**src/design/rpi_pkg.sv**
```systemverilog
`timescale 1ns / 1ps
// Shared constants for the ray / plane intersection block.
// No dependencies.
package rpi_pkg;

	localparam int COORD_WIDTH_DEF = 32;
	localparam int EPS_WIDTH       = 32;
	localparam int STATUS_WIDTH    = 2;
	localparam int CFG_IDX_WIDTH   = 3;
	localparam int QUEUE_DEPTH     = 4;

	localparam logic [STATUS_WIDTH-1:0] ST_HIT      = 2'd0;
	localparam logic [STATUS_WIDTH-1:0] ST_PARALLEL = 2'd1;
	localparam logic [STATUS_WIDTH-1:0] ST_BEHIND   = 2'd2;
	localparam logic [STATUS_WIDTH-1:0] ST_HIT_SAT  = 2'd3;

	localparam logic [CFG_IDX_WIDTH-1:0] CFG_PPX = 3'd0;
	localparam logic [CFG_IDX_WIDTH-1:0] CFG_PPY = 3'd1;
	localparam logic [CFG_IDX_WIDTH-1:0] CFG_PPZ = 3'd2;
	localparam logic [CFG_IDX_WIDTH-1:0] CFG_PNX = 3'd3;
	localparam logic [CFG_IDX_WIDTH-1:0] CFG_PNY = 3'd4;
	localparam logic [CFG_IDX_WIDTH-1:0] CFG_PNZ = 3'd5;
	localparam logic [CFG_IDX_WIDTH-1:0] CFG_EPS = 3'd6;

	localparam logic [31:0] NORMAL_Y_RESET = 32'd65536;
	localparam logic [EPS_WIDTH-1:0] EPS_RESET = 32'd4295;

endpackage

```
**src/design/rpi_queue.sv**
```systemverilog
`timescale 1ns / 1ps
// Short show-ahead queue between front end and back end.
// Depends on rpi_pkg for the default depth.
module rpi_queue #(
	parameter int WIDTH = 8,
	parameter int DEPTH = rpi_pkg::QUEUE_DEPTH
) (
	input  logic             clk,
	input  logic             arst_n,
	input  logic             push,
	input  logic [WIDTH-1:0] wdata,
	input  logic             pop,
	output logic [WIDTH-1:0] rdata,
	output logic             full,
	output logic             nonempty
);
	localparam int AW = (DEPTH > 1) ? $clog2(DEPTH) : 1;

	logic [WIDTH-1:0] mem_q [DEPTH];
	logic [AW-1:0]    wr_q;
	logic [AW-1:0]    rd_q;
	logic [AW:0]      cnt_q;

	assign full     = (cnt_q == (AW+1)'(DEPTH));
	assign nonempty = (cnt_q != '0);
	assign rdata    = mem_q[rd_q];

	always_ff @(posedge clk) begin
		if (push) begin
			mem_q[wr_q] <= wdata;
		end
	end

	always_ff @(posedge clk or negedge arst_n) begin
		if (!arst_n) begin
			wr_q  <= '0;
			rd_q  <= '0;
			cnt_q <= '0;
		end else begin
			if (push) begin
				wr_q <= (wr_q == AW'(DEPTH-1)) ? '0 : wr_q + 1'b1;
			end
			if (pop) begin
				rd_q <= (rd_q == AW'(DEPTH-1)) ? '0 : rd_q + 1'b1;
			end
			cnt_q <= cnt_q + (AW+1)'(push) - (AW+1)'(pop);
		end
	end

endmodule

```
**config.mk**
```make
export PLATFORM = sky130hd
export DESIGN_NAME = rpi_queue
export DESIGN_NICKNAME = d
export VERILOG_FILES = /design/src/design/rpi_pkg.sv /design/src/design/rpi_queue.sv
export SDC_FILE = /design/constraint.sdc
export NUM_CORES = 1
export LEC_CHECK = 0
export BUFFER_PORTS_ARGS = -buffer_cell sky130_fd_sc_hd__buf_2
export CAP_MARGIN = 20
export CORE_UTILIZATION = 50
export CTS_CLUSTER_DIAMETER = 150
export DETAILED_ROUTE_END_ITERATION = 7
export PLACE_DENSITY = 0.74
export SLEW_MARGIN = 30
export SYNTH_ARGS = -nofsm -noshare
export SYNTH_HDL_FRONTEND = slang
export SYNTH_SLANG_ARGS = --single-unit
```
**constraint.sdc**
```tcl
create_clock -name clk -period 1.6 [get_ports clk]
set_input_delay 0.32 -clock clk [delete_from_list [all_inputs] [get_ports clk]]
set_output_delay 0.32 -clock clk [all_outputs]
set_load 0.02 [all_outputs]
```
==> metrics.md, run 1 <==
| Metric | Value |
|---|---|
| Cells after DPL | 133 |
| CP Class | register to primary output |
| RSZ-0062 raised after global routing | true |
| Outcome | complete, but fails checks |
| Detailed Route WL | 2620 um |
| Aggregate global-route resource usage | 0.168 |
| Tot Pwr | 0.00369 W |
| Final worst slack | -0.305 ns |
| ANT cells | 0 |
| Setup Viol. Count Final | 9 |
| Post-synthesis cell count | 78 |
| Worst hold endpoint | mem_q[3][4] |
| Top-area cell type share of the netlist area | 0.613 |
| Vias in the first global route | 856 |
| HP Start | wdata[4] |
| Failing checks | DRC, setup timing |
| Clk buf depth | 2 |
| Placed Area | 0.00174 mm2 |
| Final Cycle Share | 1.19 |
| Vias after detailed routing | 794 |
| Ranking of synthesized cells by area | edfxtp_1, mux4_2, dfrtp_1 |
| Max VDD drop | 0.996 mV |
| CP max stage cell | mux4_2 |
| Worst r2r path cells | 7 |
| Die height | 58.0 um |
| Core Region | 0.00285 mm2 |
| Layout cells sized above 1 | 0.478 |
| Top cells by count, synth | edfxtp_1, mux4_2, dfrtp_1, ha_1, inv_1 |
| Crit path time final | 1.90 ns |
| Final hold violation count | 0 |
| Boundary Pins | 22 |
| Synth Warn # | 0 |
| Initial DRC count | 32 |
| Cell taking the most area after synthesis | edfxtp_1 |
| Grt total ovfl | 0 |
| Synthesized area | 0.00157 mm2 |
| Relative slew slack | 0.694 |
| Global-route wire length before repair | 3860 um |
| Pleak | 0.768 nW |
| Placer Congestion | 0.661 |
| P per Cell Area | 1860 mW/mm2 |
| Clock sink count | 39 |
| # H-tree levels | 2 |
| Top_reg_cell synth | edfxtp_1 |
| Crit path max-delay family | multiplexers |
| Clock skew | 0.00752 ns |
| EDFF count, synth | 32 |
| Crit-path cells | clkbuf_16, mux4_2, buf_6 |
| Clk Latency, worst-skew pair | 0.34 ns |
| Worst-Margin Slew | 0.459 ns |
| Fmax | 525 MHz |
| Drt pass-1 iters | 8 |
| Synth Register Bits | 39 |
| Inserted Clock Buffers | 5 |
| Hold Path Depth | 1 |
| Worst reg2reg setup slack | -0.02 ns |
| Max-capacitance violation count | 0 |
| Clock Root Buffer | clkbuf_4 |
| Die area | 0.00336 mm2 |
| Hold Crit Class | input pin to register |
| Most frequent cell after synthesis | edfxtp_1 |
| Post-route insts no fill | 146 |
| Syn_area_per_cell | 20.1 um2 |
| Number of routed nets with antenna violations | 0 |
| Vias per cell | 5.44 |
| Crit path buffers/inverters | 2 |
| Antenna violations before repair | 0 |
| Largest net degree at the start of global routing | 13 |
| CP arrival | 1.58 ns |
| Pre-CTS setup slack | -0.110 ns |
| Initial Utilization | 0.549 |
| Worst EP required | 1.28 ns |
| Fin. max-slew vios | 0 |
| Reg-to-Reg Start | cnt_q[0] |
| Crit-path max FO | 4 |
| Rows | 19 |
| CTS tree | done |
| FF-to-FF End | cnt_q[2] |
| Distinct cells, synth | 18 |
| Worst-path clk slew | 0.12 ns |
| Die width | 58.0 um |
| FFs w/ async S/R, synth | 0.179 |
| Buffers on Ports | 21 |
| Finished Cell Area | 0.00198 mm2 |
| Register area share after synthesis | 0.725 |
| Syn nets | 98 |
| Area delta synth->final | 26.4% |
| Slowest stage delay, CP | 0.51 ns |
| Final net count | 134 |
| DRC viols | 2 |
| Type of destination of the critical path | primary output |
| Crit start category | register |
| Wire length per cell after detailed routing | 18.0 um |
kinds of logic (layout without fill, tap and decap cells):
logic type,after synthesis,in the layout,share of synthesized area
DFF,39,39,0.725
muxes,10,10,0.129
adders and majority gates,8,8,0.0687
AOI/OAI and AO/OA,2,2,0.00639
xor gates and xnor gates,2,2,0.0112
buffers and inverters,8,45,0.0248
and+or+nand+nor,9,9,0.0343
cell type report:
type / instances / area, um2
Clock buffer: 6 / 51.3
Clock inverter: 2 / 35.0
Fill cell: 196 / 872
Inverter: 6 / 22.5
Multi-Input combinational cell: 31 / 427
Sequential cell: 39 / 1140
Tap cell: 31 / 38.8
Timing Repair Buffer: 31 / 269
metal layers:
metal  vias to the layer above  wire [um]  track usage
met5                         -          0            0
met4                         0         56       0.0816
met3                         8         87       0.0558
met2                        17       1350        0.279
met1                       400       1120        0.197
li1                        369          -            -
where the power goes:
part           internal, W  switching, W
sequential         0.00134      0.000147
clock             0.000369      0.000310
combinational     0.000840      0.000685
worst max-delay path by stage:
| stage | start | to | cells after the start |
|---|---|---|---|
| after floorplan | cnt_q[0] | cnt_q[2] | 7 |
| after global placement | pop | cnt_q[2] | 7 |
| after detailed placement | pop | cnt_q[2] | 7 |
| after CTS | rd_q[0] | rdata[5] | 3 |
| after global routing | rd_q[0] | rdata[0] | 3 |
| final | rd_q[0] | rdata[0] | 3 |
cells in the final DEF (no fill, tap or decap), drive strengths merged, types with 2 or more instances in the layout:
master  synthesis  routed
edfxtp         32      32
buf             2      29
mux4            8       8
dfrtp           7       7
ha              7       7
clkbuf          0       7
inv             6       6
and2            4       4
mux2            2       2
o21ai           2       2
sequential cells by signal (all words and copies together), names as in the netlist:
| register | count |
|---|---|
| wr_q | 2 |
| cnt_q | 3 |
| mem_q | 32 |
| rd_q | 2 |
metrics by stage:
step           setup TNS (ns)  hold WS (ns)  utilization
3_5_place_dp           -0.110         0.164        0.611
6_report                -2.30         0.191        0.694
3_3_place_gp          -0.0650         0.157        0.611
4_1_cts                 -2.30         0.181        0.654
2_1_floorplan               0        0.0244            -
5_1_grt                 -2.93         0.172        0.694
repair_timing:
action                                 in CTS  in global routing
endpoints found under the hold margin       7                  0
setup endpoints to repair                  10                 10
hold buffers                                1                  0
cloned                                      0                  1
pin swaps                                   0                  2
buffers inserted                            3                  0
resized for setup                           1                 25
No activity file was read; power rests on OpenSTA's default activity.
==> inputs of run 2 (changes only) <==
Settings changed: CELL_PAD_IN_SITES_DETAIL_PLACEMENT set to 1, CELL_PAD_IN_SITES_GLOBAL_PLACEMENT set to 2, CORE_UTILIZATION 50 to 37, PLACE_DENSITY 0.74 to not set, PLACE_DENSITY_LB_ADDON set to 0.1.
==> run 2 against run 1 <==
Global-route usage shrank 2.0 points. Combinational power shrank 5%. Register-to-register slack gained 0.02 ns. Sequential power is essentially flat. Final cell count grew 13%. Critical endpoint is now rdata[7]. Highest routed layer unchanged. The flow finishes with violations (setup timing).
==> metrics.md, run 2 (synthesis gave the netlist of run 1 again) <==
| Metric | Value |
|---|---|
| Finished Cell Area | 0.00202 mm2 |
| Die area | 0.00450 mm2 |
| Max reg flops | 32 |
| Layout Utilization | 0.501 |
| Worst-path clk slew | 0.08 ns |
| Combinational group share of total power | 0.387 |
| Initial Utilization | 0.389 |
| P per Cell Area | 1850 mW/mm2 |
| Seq pwr share | 0.397 |
| Aggregate global-route resource usage | 0.148 |
| Area of the multi-input gates | 427 um2 |
| Worst EP required | 1.28 ns |
| Crit path max-delay family | multiplexers |
| Detailed Route WL | 2690 um |
| Final net count | 134 |
| Drt pass-1 iters | 2 |
| Buffers on Ports | 21 |
| Hold Crit Class | input pin to register |
| Vias after detailed routing | 786 |
| Number of routed nets with antenna violations | 0 |
| Detailed Place HPWL | 1860 um |
| Layout cells sized above 1 | 0.470 |
| CP arrival | 1.50 ns |
| Vias in the first global route | 831 |
| Placer Congestion | 0.635 |
| Inserted Clock Buffers | 5 |
| Failing checks | setup timing |
| Outcome | complete, but fails checks |
| Pleak | 0.769 nW |
| Top flop regs | mem_q x32, cnt_q x3 |
| Wire length per cell after detailed routing | 16.3 um |
| Clk buf depth | 2 |
| # H-tree levels | 2 |
| Global-route wire length before repair | 4370 um |
| CTS tree | done |
| Final hold violation count | 0 |
| Crit start category | register |
| Fmax | 550 MHz |
| Largest net degree at the start of global routing | 14 |
| Crit path time final | 1.82 ns |
| Boundary Pins | 22 |
| Vias per cell | 4.76 |
| Tot Pwr | 0.00374 W |
| DRC viols | 0 |
| Worst-Margin Slew | 0.456 ns |
| Sw frac | 0.307 |
| Clock skew | 0.00327 ns |
| CP max stage cell | mux4_2 |
| Clock Root Buffer | clkbuf_8 |
| Max VDD drop | 0.649 mV |
| Flip-flop and latch area | 0.00114 mm2 |
| Largest Register | mem_q |
| Placed Area | 0.00180 mm2 |
| Crit path buffers/inverters | 2 |
| Relative slew slack | 0.696 |
| Core Region | 0.00403 mm2 |
| Final Cycle Share | 1.14 |
| Most frequent cells in the layout | edfxtp_1, buf_2, mux4_2, buf_6, buf_4 |
| Final worst slack | -0.217 ns |
| RSZ-0062 raised after global routing | true |
| Area delta synth->final | 28.8% |
| Crit-path cells | buf_12, mux4_2, buf_6 |
| Pre-CTS setup slack | -0.110 ns |
| Antenna violations before repair | 0 |
| Max-capacitance violation count | 0 |
| Fillcell total | 386 |
| ANT cells | 0 |
| Clock share of power | 0.216 |
| Clock sink count | 39 |
| Die height | 67.1 um |
| Fin. max-slew vios | 0 |
| Internal Pwr Total | 0.00259 W |
| Setup Viol. Count Final | 8 |
| Rows | 23 |
| Type of destination of the critical path | primary output |
| Crit-path max FO | 8 |
| Grt total ovfl | 0 |
| CP Class | register to primary output |
| Most common cell after layout, fill and taps aside | edfxtp_1 |
| Slowest stage delay, CP | 0.51 ns |
| Clk Latency, worst-skew pair | 0.29 ns |
| Initial DRC count | 42 |
| Die width | 67.1 um |
| Psw | 0.00115 W |
-- run 2: what timing repair did --
action                                 CTS  global route
endpoints found under the hold margin    7             0
pin swaps                                0             3
resized for setup                       18             6
buffers inserted                         0             2
hold buffers                             1             0
setup endpoints to repair                9            10
-- run 2: area by class of cell --
class                   instances  area share
well taps                      50      0.0310
clock buffers                   5      0.0341
multi-input cells              31       0.211
flip-flops and latches         39       0.564
repair buffers                 31       0.128
inverters                       6      0.0112
clock inverters                 3      0.0211
-- run 2: per-stage QoR --
| stage | hold WS (ns) | TNS, ns | instances |
|---|---|---|---|
| 6_report | 0.241 | -1.66 | 165 |
| 5_1_grt | 0.226 | -2.25 | 165 |
| 4_1_cts | 0.232 | -1.86 | 163 |
| 3_5_place_dp | 0.173 | -0.110 | 154 |
| 3_3_place_gp | 0.172 | -0.0707 | 154 |
| 2_1_floorplan | 0.0244 | 0 | 78 |
-- run 2: worst paths after layout --
path	start	to	slack [ns]	cells after the start
max in group asynchronous	arst_n	cnt_q[1]	1.03	2
min in group asynchronous	arst_n	cnt_q[2]	0.39	2
hold reg to reg	cnt_q[2]	cnt_q[2]	0.61	2
hold / removal	wdata[1]	mem_q[3][1]	0.24	1
setup reg to reg	cnt_q[0]	cnt_q[2]	0	7
setup / recovery	rd_q[0]	rdata[7]	-0.22	3
-- run 2: power by group through the flow --
stage | sequential [W] | clock [W] | combinational, W
floorplan | 0.00142 | 0 | 0.000848
global placement | 0.00150 | 0 | 0.00116
detailed placement | 0.00151 | 0 | 0.00119
CTS | 0.00149 | 0.000836 | 0.00138
global route | 0.00151 | 0.000881 | 0.00161
finish | 0.00148 | 0.000809 | 0.00145
-- run 2: layer usage --
layer / share of wire / vias up / track usage
met2: 0.51 / 14 / 0.223
met5: 0 / - / 0
met4: 0.023 / 0 / 0.0798
li1: - / 365 / -
met3: 0.027 / 5 / 0.0514
met1: 0.44 / 402 / 0.185
==> inputs of run 3 (changes only) <==
Settings changed: CELL_PAD_IN_SITES_DETAIL_PLACEMENT 1 to not set, CELL_PAD_IN_SITES_GLOBAL_PLACEMENT 2 to not set, CORE_UTILIZATION 37 to 55, PLACE_DENSITY set to 0.77, PLACE_DENSITY_LB_ADDON 0.1 to not set.
Clock period 1.6 ns to 1.7 ns, I/O delays scaled along.
==> run 3 against run 2 <==
Highest routed layer unchanged. Cell area fell by 8.7%. Total power fell by 19%. Critical endpoint is now rdata[0]. The run still ends with setup timing left. Final cell count fell by 15%.
==> metrics.md, run 3 (synthesis gave the netlist of run 1 again) <==
| Metric | Value |
|---|---|
| Outcome | complete, but fails checks |
| Failing checks | setup timing |
| Initial Utilization | 0.605 |
| Initial DRC count | 21 |
| Drt pass-1 iters | 4 |
| Crit-path max FO | 5 |
| Area delta synth->final | 17.7% |
| Flip-flop and latch area | 0.00114 mm2 |
| Worst-Margin Slew | 0.435 ns |
| CP Class | register to primary output |
| Crit path time final | 1.86 ns |
| CTS tree | done |
| Final net count | 129 |
| Inserted Clock Buffers | 5 |
| Relative slew slack | 0.710 |
| P per Cell Area | 1640 mW/mm2 |
| Layout cells sized above 1 | 0.382 |
| Clk Latency, worst-skew pair | 0.33 ns |
| Clk buf depth | 2 |
| Final Cycle Share | 1.10 |
| Grt total ovfl | 0 |
| Max reg flops | 32 |
| Global-route wire length before repair | 3630 um |
| Finished Cell Area | 0.00184 mm2 |
| Die area | 0.00307 mm2 |
| Max-capacitance violation count | 0 |
| Placed Area | 0.00172 mm2 |
| CP arrival | 1.52 ns |
| Clock skew | 0.00983 ns |
| Vias after detailed routing | 765 |
| Buffers on Ports | 21 |
| Detailed Route WL | 2150 um |
| Wire length per cell after detailed routing | 15.3 um |
| Most frequent cells in the layout | edfxtp_1, buf_2, buf_6, mux4_2 |
| Core Region | 0.00259 mm2 |
| Placer Congestion | 0.665 |
| Boundary Pins | 22 |
| Crit start category | register |
| Rows | 18 |
| Hold Crit Class | input pin to register |
| DRC viols | 0 |
| Die width | 55.4 um |
| Pleak | 0.714 nW |
| Largest Register | mem_q |
| ANT cells | 0 |
| Antenna violations before repair | 0 |
| Number of routed nets with antenna violations | 0 |
| RSZ-0062 raised after global routing | true |
| Clock sink count | 39 |
| Area of the multi-input gates | 394 um2 |
| Top flop regs | mem_q x32, cnt_q x3 |
| Worst-path clk slew | 0.11 ns |
| Die height | 55.4 um |
| Max VDD drop | 1.30 mV |
| # H-tree levels | 2 |
| Fillcell total | 166 |
| Worst EP required | 1.36 ns |
| Vias in the first global route | 808 |
| Layout Utilization | 0.712 |
| Aggregate global-route resource usage | 0.165 |
| Vias per cell | 5.46 |
| Fin. max-slew vios | 0 |
| Largest net degree at the start of global routing | 13 |
| Most common cell after layout, fill and taps aside | edfxtp_1 |
| Type of destination of the critical path | primary output |
| Setup Viol. Count Final | 8 |
| Final worst slack | -0.163 ns |
| Clock Root Buffer | clkbuf_4 |
| Fmax | 537 MHz |
| Final hold violation count | 0 |
| Detailed Place HPWL | 1530 um |
==> run 3: metrics by stage <==
step	instances	setup TNS (ns)	power [W]	hold WS (ns)	worst slack, ns
floorplan	78	0	0.00214	0.0444	0.126
global placement	130	0	0.00238	0.177	0.0163
detailed placement	130	-0.0154	0.00243	0.179	-0.0154
CTS	140	-1.39	0.00305	0.195	-0.186
global route	140	-1.76	0.00321	0.174	-0.237
finish	140	-1.21	0.00302	0.213	-0.163
==> run 3: per-layer routing <==
layer / up-vias / GRT usage / part of all wire
met1: 374 / 0.182 / 0.39
met3: 6 / 0.0749 / 0.056
met2: 25 / 0.277 / 0.54
met4: 0 / 0.0643 / 0.017
met5: - / 0 / 0
li1: 360 / - / -
==> run 3: path summary, 6_finish.rpt <==
path / end / from / cells past startpoint / slack [ns]
max in group asynchronous: cnt_q[2] / arst_n / 2 / 1.20
max reg2reg: cnt_q[2] / cnt_q[0] / 7 / 0.08
min in group asynchronous: cnt_q[1] / arst_n / 2 / 0.35
min reg2reg: cnt_q[2] / cnt_q[2] / 1 / 0.49
min: mem_q[2][4] / wdata[4] / 1 / 0.21
max: rdata[0] / rd_q[0] / 3 / -0.16
==> run 3: power by group <==
group          leakage, nW  switching, W  internal, W  total [W]
Sequential           0.377      0.000125      0.00126    0.00138
Combinational        0.307      0.000565     0.000645    0.00121
Clock               0.0297      0.000272     0.000155   0.000427
Total                0.714      0.000961      0.00206    0.00302
==> run 3: what timing repair did <==
item / CTS / global route
cloned: 0 / 0
endpoints found under the hold margin: 7 / 0
setup endpoints to repair: 8 / 9
setup buffers: 1 / 0
gates resized for setup: 18 / 1
hold buffers: 1 / 0
==> run 3: area by class of cell <==
| cell class | instances | share of cell area |
|---|---|---|
| inverter | 6 | 0.0122 |
| multi-input combinational | 31 | 0.214 |
| tap | 30 | 0.0204 |
| timing repair buffer | 26 | 0.110 |
| sequential | 39 | 0.616 |
| clock buffer | 6 | 0.0224 |
| clock inverter | 2 | 0.00475 |
==> run 3: critical path, stage by stage, from the launching register on <==
cell,delay [ns]
dfrtp_1,0.39
buf_6,0.15
mux4_2,0.51
buf_6,0.15
